==> src/hdl/pf_pkg.sv <==
// shared types, constants and helper functions for the playfair digram encryptor
package pf_pkg;

  localparam int Alphabet = 26;
  localparam int Cells = 25;
  localparam int Side = 5;
  localparam int LetterBits = 5;

  typedef logic [LetterBits-1:0] letter_t;
  typedef logic [LetterBits-1:0] pos_t;
  typedef logic [2:0] coord_t;

  localparam letter_t LetterJ = letter_t'(9);
  localparam letter_t LetterI = letter_t'(8);
  localparam letter_t LetterZ = letter_t'(Alphabet - 1);

  typedef enum logic [1:0] {
    CMD_KEY     = 2'd0,
    CMD_KEY_END = 2'd1,
    CMD_ENCRYPT = 2'd2
  } pf_cmd_t;

  typedef enum logic [1:0] {
    ST_IDLE,
    ST_WALK,
    ST_LOOKUP,
    ST_FINISH
  } pf_state_t;

  // a pair of square positions, first and second letter
  typedef struct packed {
    pos_t pos_a;
    pos_t pos_b;
  } cell_pair_t;

  // out-of-range codes saturate to z, then j folds onto i
  function automatic letter_t fold_letter(input letter_t raw);
    letter_t v;
    v = (raw > LetterZ) ? LetterZ : raw;
    if (v == LetterJ) begin
      v = LetterI;
    end
    return v;
  endfunction

  // row of a square position, by comparison against the row starts
  function automatic coord_t pos_row(input pos_t p);
    coord_t r;
    if (p >= pos_t'(4 * Side)) r = 3'd4;
    else if (p >= pos_t'(3 * Side)) r = 3'd3;
    else if (p >= pos_t'(2 * Side)) r = 3'd2;
    else if (p >= pos_t'(Side)) r = 3'd1;
    else r = 3'd0;
    return r;
  endfunction

  // first position of a row: row * 5
  function automatic pos_t row_base(input coord_t r);
    return pos_t'({r, 2'b00}) + pos_t'(r);
  endfunction

  function automatic coord_t pos_col(input pos_t p);
    pos_t d;
    d = p - row_base(pos_row(p));
    return d[2:0];
  endfunction

  // step one place with wraparound inside the side
  function automatic coord_t wrap_inc(input coord_t c);
    return (c == coord_t'(Side - 1)) ? 3'd0 : c + 3'd1;
  endfunction

endpackage

==> src/hdl/playfair_digram_encryptor.sv <==
// top level of the playfair digram encryptor: key square build and pair encryption
//
// The block keeps the 5x5 key square in two small synchronous memories: one
// maps a square position to its letter, the other maps a letter to its
// position; a row of 26 used flags in flip-flops tracks which letters are
// placed. Commands arrive on s_tuser. A key letter is written in its transfer
// cycle (a key letter that arrives on a finished square first drops the old
// key). A key end walks the alphabet one letter per cycle through the shared
// write port, so it holds the input until the walk is done, and then marks
// the square ready; on a ready square it does nothing. An encrypt transfer
// runs in steps: the two position lookups read in the transfer cycle, the two
// square reads follow in the lookup state, and the result lands in the output
// register once that register is free; one item is at work at a time. An
// encrypt on a square that is not ready skips the square reads and yields a
// result with not_ready set and both letters zero. The output register lets a
// new transfer in while a result still waits on m_tready. Command code 3 is
// ignored and gives no result.
module playfair_digram_encryptor (
  input  logic        clk,
  input  logic        rst,
  input  logic        s_tvalid,
  output logic        s_tready,
  input  logic [15:0] s_tdata,   // letter_one [4:0], letter_two [9:5], zero fill
  input  logic [1:0]  s_tuser,   // command [1:0]
  output logic        m_tvalid,
  input  logic        m_tready,
  output logic [15:0] m_tdata,   // cipher_one [4:0], cipher_two [9:5], zero fill
  output logic [0:0]  m_tuser    // not_ready [0]
);
  import pf_pkg::*;

  pf_state_t state, state_next;

  // square memories
  letter_t square_mem [Cells];
  pos_t    pos_mem [Alphabet];

  logic [Alphabet-1:0] letter_used, used_next;
  pos_t    fill_count, fill_next;
  logic    square_ready, ready_next;
  letter_t walk_k;
  logic    flag_q;

  logic    wr_en;
  letter_t wr_letter;
  pos_t    wr_pos;

  pos_t    pos_rd_a, pos_rd_b;
  letter_t sq_rd_a, sq_rd_b;

  cell_pair_t pos_pair, cell_pair;

  pf_cmd_t cmd;
  letter_t letter_one, letter_two;
  logic    accept;
  logic    out_free;

  assign cmd        = pf_cmd_t'(s_tuser);
  assign letter_one = s_tdata[4:0];
  assign letter_two = s_tdata[9:5];
  assign accept     = s_tvalid && s_tready;
  // the output register can take a result this cycle
  assign out_free   = !m_tvalid || m_tready;

  assign pos_pair.pos_a = pos_rd_a;
  assign pos_pair.pos_b = pos_rd_b;

  pf_cell_map u_cell_map (
    .pos    (pos_pair),
    .mapped (cell_pair)
  );

  // next state
  always_comb begin
    state_next = state;
    unique case (state)
      ST_IDLE: begin
        if (accept) begin
          case (cmd)
            CMD_KEY_END: begin
              if (!square_ready) state_next = ST_WALK;
            end
            CMD_ENCRYPT: begin
              state_next = square_ready ? ST_LOOKUP : ST_FINISH;
            end
            default: state_next = ST_IDLE;
          endcase
        end
      end
      ST_WALK: begin
        if (walk_k == LetterZ) state_next = ST_IDLE;
      end
      ST_LOOKUP: state_next = ST_FINISH;
      ST_FINISH: begin
        if (out_free) state_next = ST_IDLE;
      end
      default: state_next = ST_IDLE;
    endcase
  end

  // outputs of the state machine
  always_comb begin
    s_tready = 1'b0;
    unique case (state)
      ST_IDLE: s_tready = 1'b1;
      ST_WALK, ST_LOOKUP, ST_FINISH: s_tready = 1'b0;
      default: s_tready = 1'b0;
    endcase
  end

  // key placement: one write per cycle into both memories
  always_comb begin
    used_next  = letter_used;
    fill_next  = fill_count;
    ready_next = square_ready;
    wr_en      = 1'b0;
    wr_letter  = walk_k;
    wr_pos     = fill_count;
    if (accept && cmd == CMD_KEY) begin
      if (square_ready) begin
        // new key on a finished square
        used_next  = '0;
        fill_next  = '0;
        ready_next = 1'b0;
      end
      wr_letter = letter_one;
      wr_pos    = fill_next;
      if (letter_one <= LetterZ && letter_one != LetterJ && !used_next[letter_one]
          && fill_next < pos_t'(Cells)) begin
        wr_en                = 1'b1;
        used_next[letter_one] = 1'b1;
        fill_next            = fill_next + pos_t'(1);
      end
    end else if (state == ST_WALK) begin
      if (walk_k != LetterJ && !letter_used[walk_k] && fill_count < pos_t'(Cells)) begin
        wr_en             = 1'b1;
        used_next[walk_k] = 1'b1;
        fill_next         = fill_count + pos_t'(1);
      end
      if (walk_k == LetterZ) ready_next = 1'b1;
    end
  end

  // control registers
  always_ff @(posedge clk) begin
    if (rst) begin
      state        <= ST_IDLE;
      letter_used  <= '0;
      fill_count   <= '0;
      square_ready <= 1'b0;
      m_tvalid     <= 1'b0;
    end else begin
      state        <= state_next;
      letter_used  <= used_next;
      fill_count   <= fill_next;
      square_ready <= ready_next;
      if (state == ST_FINISH && out_free) begin
        m_tvalid <= 1'b1;
      end else if (m_tready) begin
        m_tvalid <= 1'b0;
      end
    end
  end

  // walk counter and pending flag
  always_ff @(posedge clk) begin
    if (state == ST_IDLE) begin
      walk_k <= '0;
    end else if (state == ST_WALK) begin
      walk_k <= walk_k + letter_t'(1);
    end
    if (accept) begin
      flag_q <= !square_ready;
    end
  end

  // memories: writes in idle or walk; position reads on every accepted transfer,
  // square reads in the lookup state
  always_ff @(posedge clk) begin
    if (wr_en) begin
      square_mem[wr_pos] <= wr_letter;
      pos_mem[wr_letter] <= wr_pos;
    end
    if (accept) begin
      pos_rd_a <= pos_mem[fold_letter(letter_one)];
      pos_rd_b <= pos_mem[fold_letter(letter_two)];
    end
    if (state == ST_LOOKUP) begin
      sq_rd_a <= square_mem[cell_pair.pos_a];
      sq_rd_b <= square_mem[cell_pair.pos_b];
    end
  end

  // output register payload
  always_ff @(posedge clk) begin
    if (state == ST_FINISH && out_free) begin
      m_tdata <= flag_q ? '0 : {6'b0, sq_rd_b, sq_rd_a};
      m_tuser <= flag_q;
    end
  end

`ifndef SYNTHESIS
  // a ready square holds all 25 letters
  a_ready_full: assert property (@(posedge clk) disable iff (rst)
    square_ready |-> fill_count == pos_t'(Cells))
    else $error("square ready with fill count %0d", fill_count);

  // fill count tracks the used flags
  a_used_count: assert property (@(posedge clk) disable iff (rst)
    $countones(letter_used) == int'(fill_count))
    else $error("used flags disagree with fill count");

  // the alphabet walk runs only on an unfinished square
  a_walk_not_ready: assert property (@(posedge clk) disable iff (rst)
    state == ST_WALK |-> !square_ready)
    else $error("walk on a ready square");

  // a flagged result carries zero letters
  a_flag_zero: assert property (@(posedge clk) disable iff (rst)
    m_tvalid && m_tuser[0] |-> m_tdata == '0)
    else $error("not ready result with nonzero letters");
`endif

endmodule

==> src/hdl/pf_cell_map.sv <==
// playfair rules: maps the two plaintext positions to the two ciphertext positions
module pf_cell_map (
  input  pf_pkg::cell_pair_t pos,
  output pf_pkg::cell_pair_t mapped
);
  import pf_pkg::*;

  coord_t row_a, col_a, row_b, col_b;

  assign row_a = pos_row(pos.pos_a);
  assign col_a = pos_col(pos.pos_a);
  assign row_b = pos_row(pos.pos_b);
  assign col_b = pos_col(pos.pos_b);

  always_comb begin
    if (row_a == row_b) begin
      // same row, doubled letters included: shift right
      mapped.pos_a = row_base(row_a) + pos_t'(wrap_inc(col_a));
      mapped.pos_b = row_base(row_b) + pos_t'(wrap_inc(col_b));
    end else if (col_a == col_b) begin
      // same column: shift down
      mapped.pos_a = row_base(wrap_inc(row_a)) + pos_t'(col_a);
      mapped.pos_b = row_base(wrap_inc(row_b)) + pos_t'(col_b);
    end else begin
      // rectangle: swap columns
      mapped.pos_a = row_base(row_a) + pos_t'(col_b);
      mapped.pos_b = row_base(row_b) + pos_t'(col_a);
    end
  end

endmodule

==> config.mk <==
export PLATFORM = sky130hd
export DESIGN_NAME = playfair_digram_encryptor
export DESIGN_NICKNAME = d
export VERILOG_FILES = /design/src/hdl/pf_pkg.sv /design/src/hdl/playfair_digram_encryptor.sv /design/src/hdl/pf_cell_map.sv
export SDC_FILE = /design/constraint.sdc
export NUM_CORES = 1
export LEC_CHECK = 0
export ABC_AREA = 0
export BUFFER_PORTS_ARGS = -buffer_cell sky130_fd_sc_hd__buf_4
export CAP_MARGIN = 20
export CORE_ASPECT_RATIO = 1.25
export CORE_MARGIN = 10
export CORE_UTILIZATION = 45
export DETAILED_ROUTE_END_ITERATION = 10
export MAX_ROUTING_LAYER = met4
export SLEW_MARGIN = 15
export SYNTH_ARGS = -nofsm -noshare
export SYNTH_HDL_FRONTEND = slang
export SYNTH_SLANG_ARGS = --single-unit
==> constraint.sdc <==
create_clock -name clk -period 5.4 [get_ports clk]
set_clock_uncertainty 0.15 [all_clocks]
set_input_delay 0.27 -clock clk [delete_from_list [all_inputs] [get_ports clk]]
set_output_delay 0.27 -clock clk [all_outputs]
set_load 0.05 [all_outputs]
# --- Yosys cells after proc, flatten, opt, wreduce, memory -nomap -nowiden ---
# Memory sizes are Yosys's and may differ from the RTL's. A register that Yosys moved wholly into a read port is not among the register bits.
# Cells that the tools add are included.
totals:
  elab_cells: 153
  memories: 2
  register_bits: 58
  out_inout_bits: 19
  ramBits: 255
  in_bits: 22
op_classes:
  bitwise: 2
  n_mux: 58
  magnitude_cmp: 17
  n_eq_ne: 20
  n_addsub: 19
  n_reduce_logical: 25
mem_list:
  columns: ["memory", "words", "word_bits", "rd", "rd_clocked_by_memory_dff", "write_ports", "line_no", "rtl"]
  rows:
  - ["pos_mem", 26, 5, 2, 2, 1, "playfair_digram_encryptor.sv:36", "pos_t pos_mem [Alphabet];"]
  - ["square_mem", 25, 5, 2, 2, 1, "playfair_digram_encryptor.sv:35", "letter_t square_mem [Cells];"]
ops:
  columns: ["operator", "count"]
  rows:
  - ["2-to-1 mux 26 bit", 6]
  - ["2-to-1 mux 5 bit", 14]
  - ["OR 26 bit", 2]
  - ["adder 5 x 3 -> 5 bit", 10]
  - ["2-to-1 mux 3 bit", 10]
  - ["greater-or-equal comparator 5 x 4 -> 1 bit (second input constant)", 4]
  - ["2-to-1 mux 10 bit", 2]
  - ["adder 5 x 1 -> 5 bit (second input constant)", 3]
  - ["2-to-1 mux 1 bit", 15]
  - ["adder 3 x 1 -> 3 bit (second input constant)", 4]
  - ["equality test 3 bit (second input constant)", 4]
  - ["< comparator 5 x 6 -> 1 bit (second input constant)", 2]
  - ["binary-select mux 1 bit (select 5 bit)", 2]
  - ["demux 1 bit (select 5 bit)", 2]
  - ["equality test 5 x 4 -> 1 bit (second input constant)", 2]
  - ["greater-or-equal comparator 5 x 1 -> 1 bit (second input constant)", 2]
  - ["greater-or-equal comparator 5 x 3 -> 1 bit (second input constant)", 2]
  - ["greater-or-equal comparator 5 bit (second input constant)", 2]
  - ["greater-than comparator 5 bit (second input constant)", 2]
  - ["logical AND 1 bit", 10]
  - ["< comparator 5 bit (second input constant)", 2]
  - ["inequality test 5 x 4 -> 1 bit (second input constant)", 2]
  - ["2-to-1 mux 2 bit", 4]
  - ["one-hot mux 2 bit (4 select lines)", 1]
  - ["other kinds (19)", 32]

# --- Depth between registers and ports, before layout ---
depth:
  ltp_word: 15
  ltp_mapped: 25
  depth_no_buf: 25

# --- By module ---
# Synthesis repeated with hierarchy kept, for this count alone.
unflattened:
  cells_unflattened: 1321
  hier_area_um2: 17882.2
by_module_without_submodules:
  columns: ["module", "n_inst", "area_each_um2", "seq_area_each_um2", "cells_each"]
  rows:
  - ["playfair_digram_encryptor", 1, 16284.4, 9419.0, 1112]
  - ["pf_cell_map", 1, 1597.8, 0.0, 209]

# --- Worst setup path before layout ---
# No wires, ideal clock.
synth_timing:
  path_type: "register -> register"
  from: "register pos_rd_b[4] (read register of pos_mem)"
  to: "register sq_rd_b[3] (read register of square_mem), data pin"
  required_time_ns: 4.983
  setup_slack_ns: -0.126
  t_arrival_ns: 5.108
  period_less_slack_ns: 5.526
  setup_time_ns: 0.267
  path_buffers: 1
  stages_incl_launch_ff: 19
  path_cell_list: "edfxtp_1 -> inv_1 -> o31ai_1 -> inv_1 -> fa_1 -> or3b_1 -> o311ai_1 -> nor3b_4 -> fa_1 -> inv_1 -> fa_1 -> xnor2_1 -> a211oi_2 -> nor2_1 -> or2_1 -> buf_2 -> o21bai_1 -> a211o_1 -> nor4b_2"
synth_via:
  elab_chain_cells: 11
  word_cells_on_any_way: 24
  cone_classes: "add/sub (8); order compare (4); eq/ne (4); mux (8)"
synth_lines:
  columns: ["element", "line_no", "rtl"]
  rows:
  - ["start: declaration", "playfair_digram_encryptor.sv:48", "pos_t pos_rd_a, pos_rd_b;"]
  - ["greater-or-equal comparator 5 x 3 -> 1 bit", "pf_pkg.sv:52", "else if (p >= pos_t'(Side)) r = 3'd1;"]
  - ["2-to-1 mux 1 bit", "pf_pkg.sv:52", null]
  - ["2-to-1 mux 3 bit", "pf_pkg.sv:51", "else if (p >= pos_t'(2 * Side)) r = 3'd2;"]
  - ["2-to-1 mux 3 bit", "pf_pkg.sv:50", "else if (p >= pos_t'(3 * Side)) r = 3'd3;"]
  - ["2-to-1 mux 3 bit (*)", "pf_pkg.sv:49", "if (p >= pos_t'(4 * Side)) r = 3'd4;"]
  - ["adder 5 x 3 -> 5 bit, or another cell as far along", "pf_pkg.sv:59", "return pos_t'({r, 2'b00}) + pos_t'(r);"]
  - ["subtractor 3 bit or 2-to-1 mux 3 bit (tied branches)", "pf_pkg.sv:64, pf_pkg.sv:70", null]
  - ["adder 3 x 1 -> 3 bit, or another cell as far along", "pf_pkg.sv:70", "return (c == coord_t'(Side - 1)) ? 3'd0 : c + 3'd1;"]
  - ["2-to-1 mux 3 bit or adder 5 x 3 -> 5 bit (tied branches)", "pf_pkg.sv:70, pf_cell_map.sv:23", null]
  - ["adder 5 x 3 -> 5 bit or 2-to-1 mux 10 bit (tied branches)", "pf_cell_map.sv:19, pf_cell_map.sv:20", null]
  - ["2-to-1 mux 10 bit (*)", "pf_cell_map.sv:16", "if (row_a == row_b) begin"]
  - ["end: declaration", "playfair_digram_encryptor.sv:49", "letter_t sq_rd_a, sq_rd_b;"]
# Every way passes the cells marked *; elsewhere a longest branch is shown, timed or not.
# A chain may end at the register's enable or synchronous reset.

# --- Final worst setup path ---
layout_timing:
  from: "register pos_rd_b[3] (read register of pos_mem)"
  to: "register sq_rd_b[1] (read register of square_mem), data pin"
# The elaborated chain is that of the path after synthesis.

==> reports/metrics.yaml <==
status:
  status: "complete, no violations"
final_layout:
  fillers: 3475
  drive_gt1_share_pct: 16.2
  stdcell_area_um2: 20500
  fin_nets: 1780
  layout_commonest_cell: "edfxtp_1"
  syn_to_final_growth_pct: 13.4
  layout_common_cells: "edfxtp_1, nand2_1, nor2_1"
  num_antenna_cells: 0
yosys:
  netlist_instances: 1674
  synthSimpleGateAreaFrac_pct: 15.7
  synth_flop_cell: "edfxtp_1"
  synth_top_family_by_area: "compound AO/OA/AOI/OAI gates"
  synth_edf_count: 287
  ys_ff_latch: 327
  synth_top_area_cell: "edfxtp_1"
  synth_top_area_share_pct: 47.6
  yosysWarnings: 0
  synth-compound-area-share_pct: 16.3
  synthAdderAreaFrac_pct: 3.87
  yosysUniqueCellTypes: 89
  synth-xor-area-share_pct: 0.996
  synth.mux.area_fraction_pct: 6.83
  netlist_area_um2: 18100
  synth_area_per_cell_um2: 10.8
  async_flop_share_pct: 0
  synth_area_leaders: "edfxtp_1, nand2_1, dfxtp_1, mux2i_1, nor2_1"
  ys_seq_area_share_pct: 52.1
routing:
  routed-via-count: 14100
  vias_per_cell: 6.30
  drtIter0Drc: 1349
  drc: 0
  wl_per_cell_um: 23.5
  ant_nets: 0
  postRouteWirelength_um: 52600
  first_pass_iters: 8
power_and_ir_drop:
  pwr-share-seq_pct: 29.5
  ir_drop_mv: 0.271
  power_frac_clock_pct: 25.6
  power.density_nw_per_um2: 475
  power_switching_mw: 3.74
  intPower_mw: 6.00
  power_leakage_nw: 7.21
  p_comb_share_pct: 44.9
  total_power_mw: 9.74
  switching_share_pct: 38.4
floorplanning:
  ios: 41
  fp-row-count: 82
  die_w_um: 199
  core_um2: 39900
  dieArea_um2: 48700
  initial_core_util_pct: 45.3
  die_h_um: 244
sta:
  fin_hold_ws_ns: 0.0209
  setup_ws_ns: 0.207
  max_freq_mhz: 193
  slew_violations: 0
  fin_crit_sh_pct: 96.2
  worst_pin_slew_ns: 1.04
  finalHoldViolCount: 0
  slew_headroom_pct: 30.5
  finalSetupTns_ns: 0
  setup_violations: 0
  fin_crit_ns: 5.19
setup_path:
  critPathRequiredTime_ns: 5.52
  cpMaxStageDelayCell: "a2111oi_1"
  path_buf_inv: 6
  worstPathArrival_ns: 5.32
  criticalPathCategory: "reg2reg"
  cp-endpoint: "sq_rd_b[1]$_DFFE_PP_"
  path_depth: 24
  rrSetupSlack_ns: 0.21
  crit_fanout: 15
  crit_path_frequent_cell: "nor2_1"
  worstSetupStartpoint: "pos_rd_b[3]$_DFFE_PP_"
  reg2reg_from: "pos_rd_b[3]$_DFFE_PP_"
  end_kind: "flip-flop"
  critPathLaunchType: "flip-flop"
  crit_path_cell_trace: "buf_4 > nor2_1 > nor2_1 > nor2_1 > ha_1 > inv_1 > fa_2 > or3b_1 > o311ai_2 > nor3b_4 > buf_4 > a21oi_1 > ha_1 > inv_1 > fa_1 > xor2_1 > nor2_1 > or2_4 > buf_12 > nand2_1 > o22ai_1 > a2111oi_1 > buf_4 > nor4_1"
  worstRegToRegCells: 24
  cp_top_family: "simple AND/OR/NAND/NOR gates"
  r2r-end: "sq_rd_b[1]$_DFFE_PP_"
  critical-path-max-stage-delay_ns: 0.43
clocking:
  htreeDepth: 2
  cts_root_buf: "clkbuf_16"
  cts_buffers: 35
  cts_buffer_depth: 3
  numClockSinks: 327
  cts.clk_slew.worst_paths_ns: 0.06
  clkLatencyLatePin_ns: 0.53
  cts_tree: "done"
placed_design:
  place_area_um2: 19000
  post-dp-hpwl_um: 36000
  dp_slack_ns: -0.260
  globalplace.congestion: 0.930
  portBuffers: 28
grt:
  overflow: 0
  grt_pass1_wl_um: 79400
  grt_use_total_pct: 21.5
  grt_max_degree: 42
  antenna_found_initial: 0
  grt_pass1_vias: 13500
run:
  drv_cap: 0
hold_path:
  holdCritPathClass: "in2reg"
  hold_depth: 2
==> worst register-to-register path, cell delays in order, from the launching register on <==
cell and delay (ns):
edfxtp_1 0.41, buf_4 0.19, nor2_1 0.10, nor2_1 0.05
nor2_1 0.15, ha_1 0.17, inv_1 0.05, fa_2 0.37
or3b_1 0.40, o311ai_2 0.12, nor3b_4 0.09, buf_4 0.18
a21oi_1 0.16, ha_1 0.19, inv_1 0.06, fa_1 0.39
xor2_1 0.24, nor2_1 0.08, or2_4 0.30, buf_12 0.17
nand2_1 0.13, o22ai_1 0.10, a2111oi_1 0.43, buf_4 0.20
nor4_1 0.05
==> per-layer routing <==
| metal | up-vias | share of wire [%] | wire, µm | global-route usage [%] |
|---|---|---|---|---|
| li1 | 6411 | - | - | - |
| met5 | - | 0 | 0 | - |
| met1 | 6996 | 39 | 20800 | 25.5 |
| met2 | 584 | 51 | 26600 | 36.2 |
| met3 | 110 | 6.0 | 3140 | 2.65 |
| met4 | 0 | 4.0 | 2100 | 9.19 |
==> how the worst min path moves through the flow <==
stage	from	end	slack, ns
2_1_floorplan	letter_used[17]$_SDFFE_PP0P_	letter_used[17]$_SDFFE_PP0P_	0.29
3_3_place_gp	letter_used[17]$_SDFFE_PP0P_	letter_used[17]$_SDFFE_PP0P_	0.30
3_5_place_dp	letter_used[17]$_SDFFE_PP0P_	letter_used[17]$_SDFFE_PP0P_	0.31
4_1_cts	s_tdata[9]	pos_rd_b[3]$_DFFE_PP_	0.0004
5_1_grt	s_tdata[9]	pos_rd_b[3]$_DFFE_PP_	0.03
6_report	s_tdata[9]	pos_rd_b[3]$_DFFE_PP_	0.02
==> cell families after synthesis <==
logic type               count (synthesis)
AO/OA/AOI/OAI                          413
XOR/XNOR                                18
adder cells (fa/ha/maj)                 50
buffers and inverters                  166
flip-flops                             327
multiplexers                            92
other                                    1
AND/OR/NAND/NOR                        607
==> per-stage QoR <==
step | util (%) | std cells
5_1_grt | 51.4 | 2239
2_1_floorplan | - | 1679
3_3_place_gp | 47.5 | 2165
6_report | 51.4 | 2239
3_5_place_dp | 47.5 | 2165
4_1_cts | 50.6 | 2232
==> power by group through the flow <==
| stage | clock network (mW) | logic (mW) | registers, mW |
|---|---|---|---|
| floorplan | 0 | 2.83 | 2.91 |
| global placement | 0 | 3.99 | 2.93 |
| detailed placement | 0 | 4.03 | 2.93 |
| CTS | 2.52 | 4.10 | 2.88 |
| finish | 2.49 | 4.38 | 2.88 |
| global route | 2.61 | 4.67 | 2.88 |
==> area by class of cell <==
class	count	area, µm²	area share (%)
Timing Repair Buffer	111	918	4.48
Inverter	47	176	0.860
Multi-Input combinational cell	1186	8190	39.9
Clock buffer	38	908	4.43
Sequential cell	327	9420	45.9
Tap cell	504	631	3.07
Clock inverter	26	268	1.31
==> synth_stat cells, drive strengths merged (27+ instances only) <==
library cell  instances
nor3                 44
nand2               234
edfxtp              287
nand3                40
nor2b                27
nor2                152
dfxtp                40
ha                   40
o221ai               33
o22ai                47
and2                 37
a211oi               58
inv                  46
buf                  48
clkbuf               71
o21ai                31
mux2i                56
a21oi               107
==> flip-flops by register name, indices dropped and copies added (netlist names) <==
register / cells
state: 2
square_ready: 1
fill_count: 5
pos_mem: 130
sq_rd_a: 5
square_mem: 125
pos_rd_a: 5
pos_rd_b: 5
m_tuser: 1
m_tdata: 10
flag_q: 1
m_tvalid: 1
letter_used: 26
sq_rd_b: 5
walk_k: 5
==> what timing repair did <==
action,CTS,global route
hold buffers,3,0
gates cloned,0,0
pin swaps,1,17
endpoints found under the setup margin,7,10
resized for setup,10,51
hold endpoints to repair,8,0
setup buffers,0,5
(Power assumes the default switching activity.)
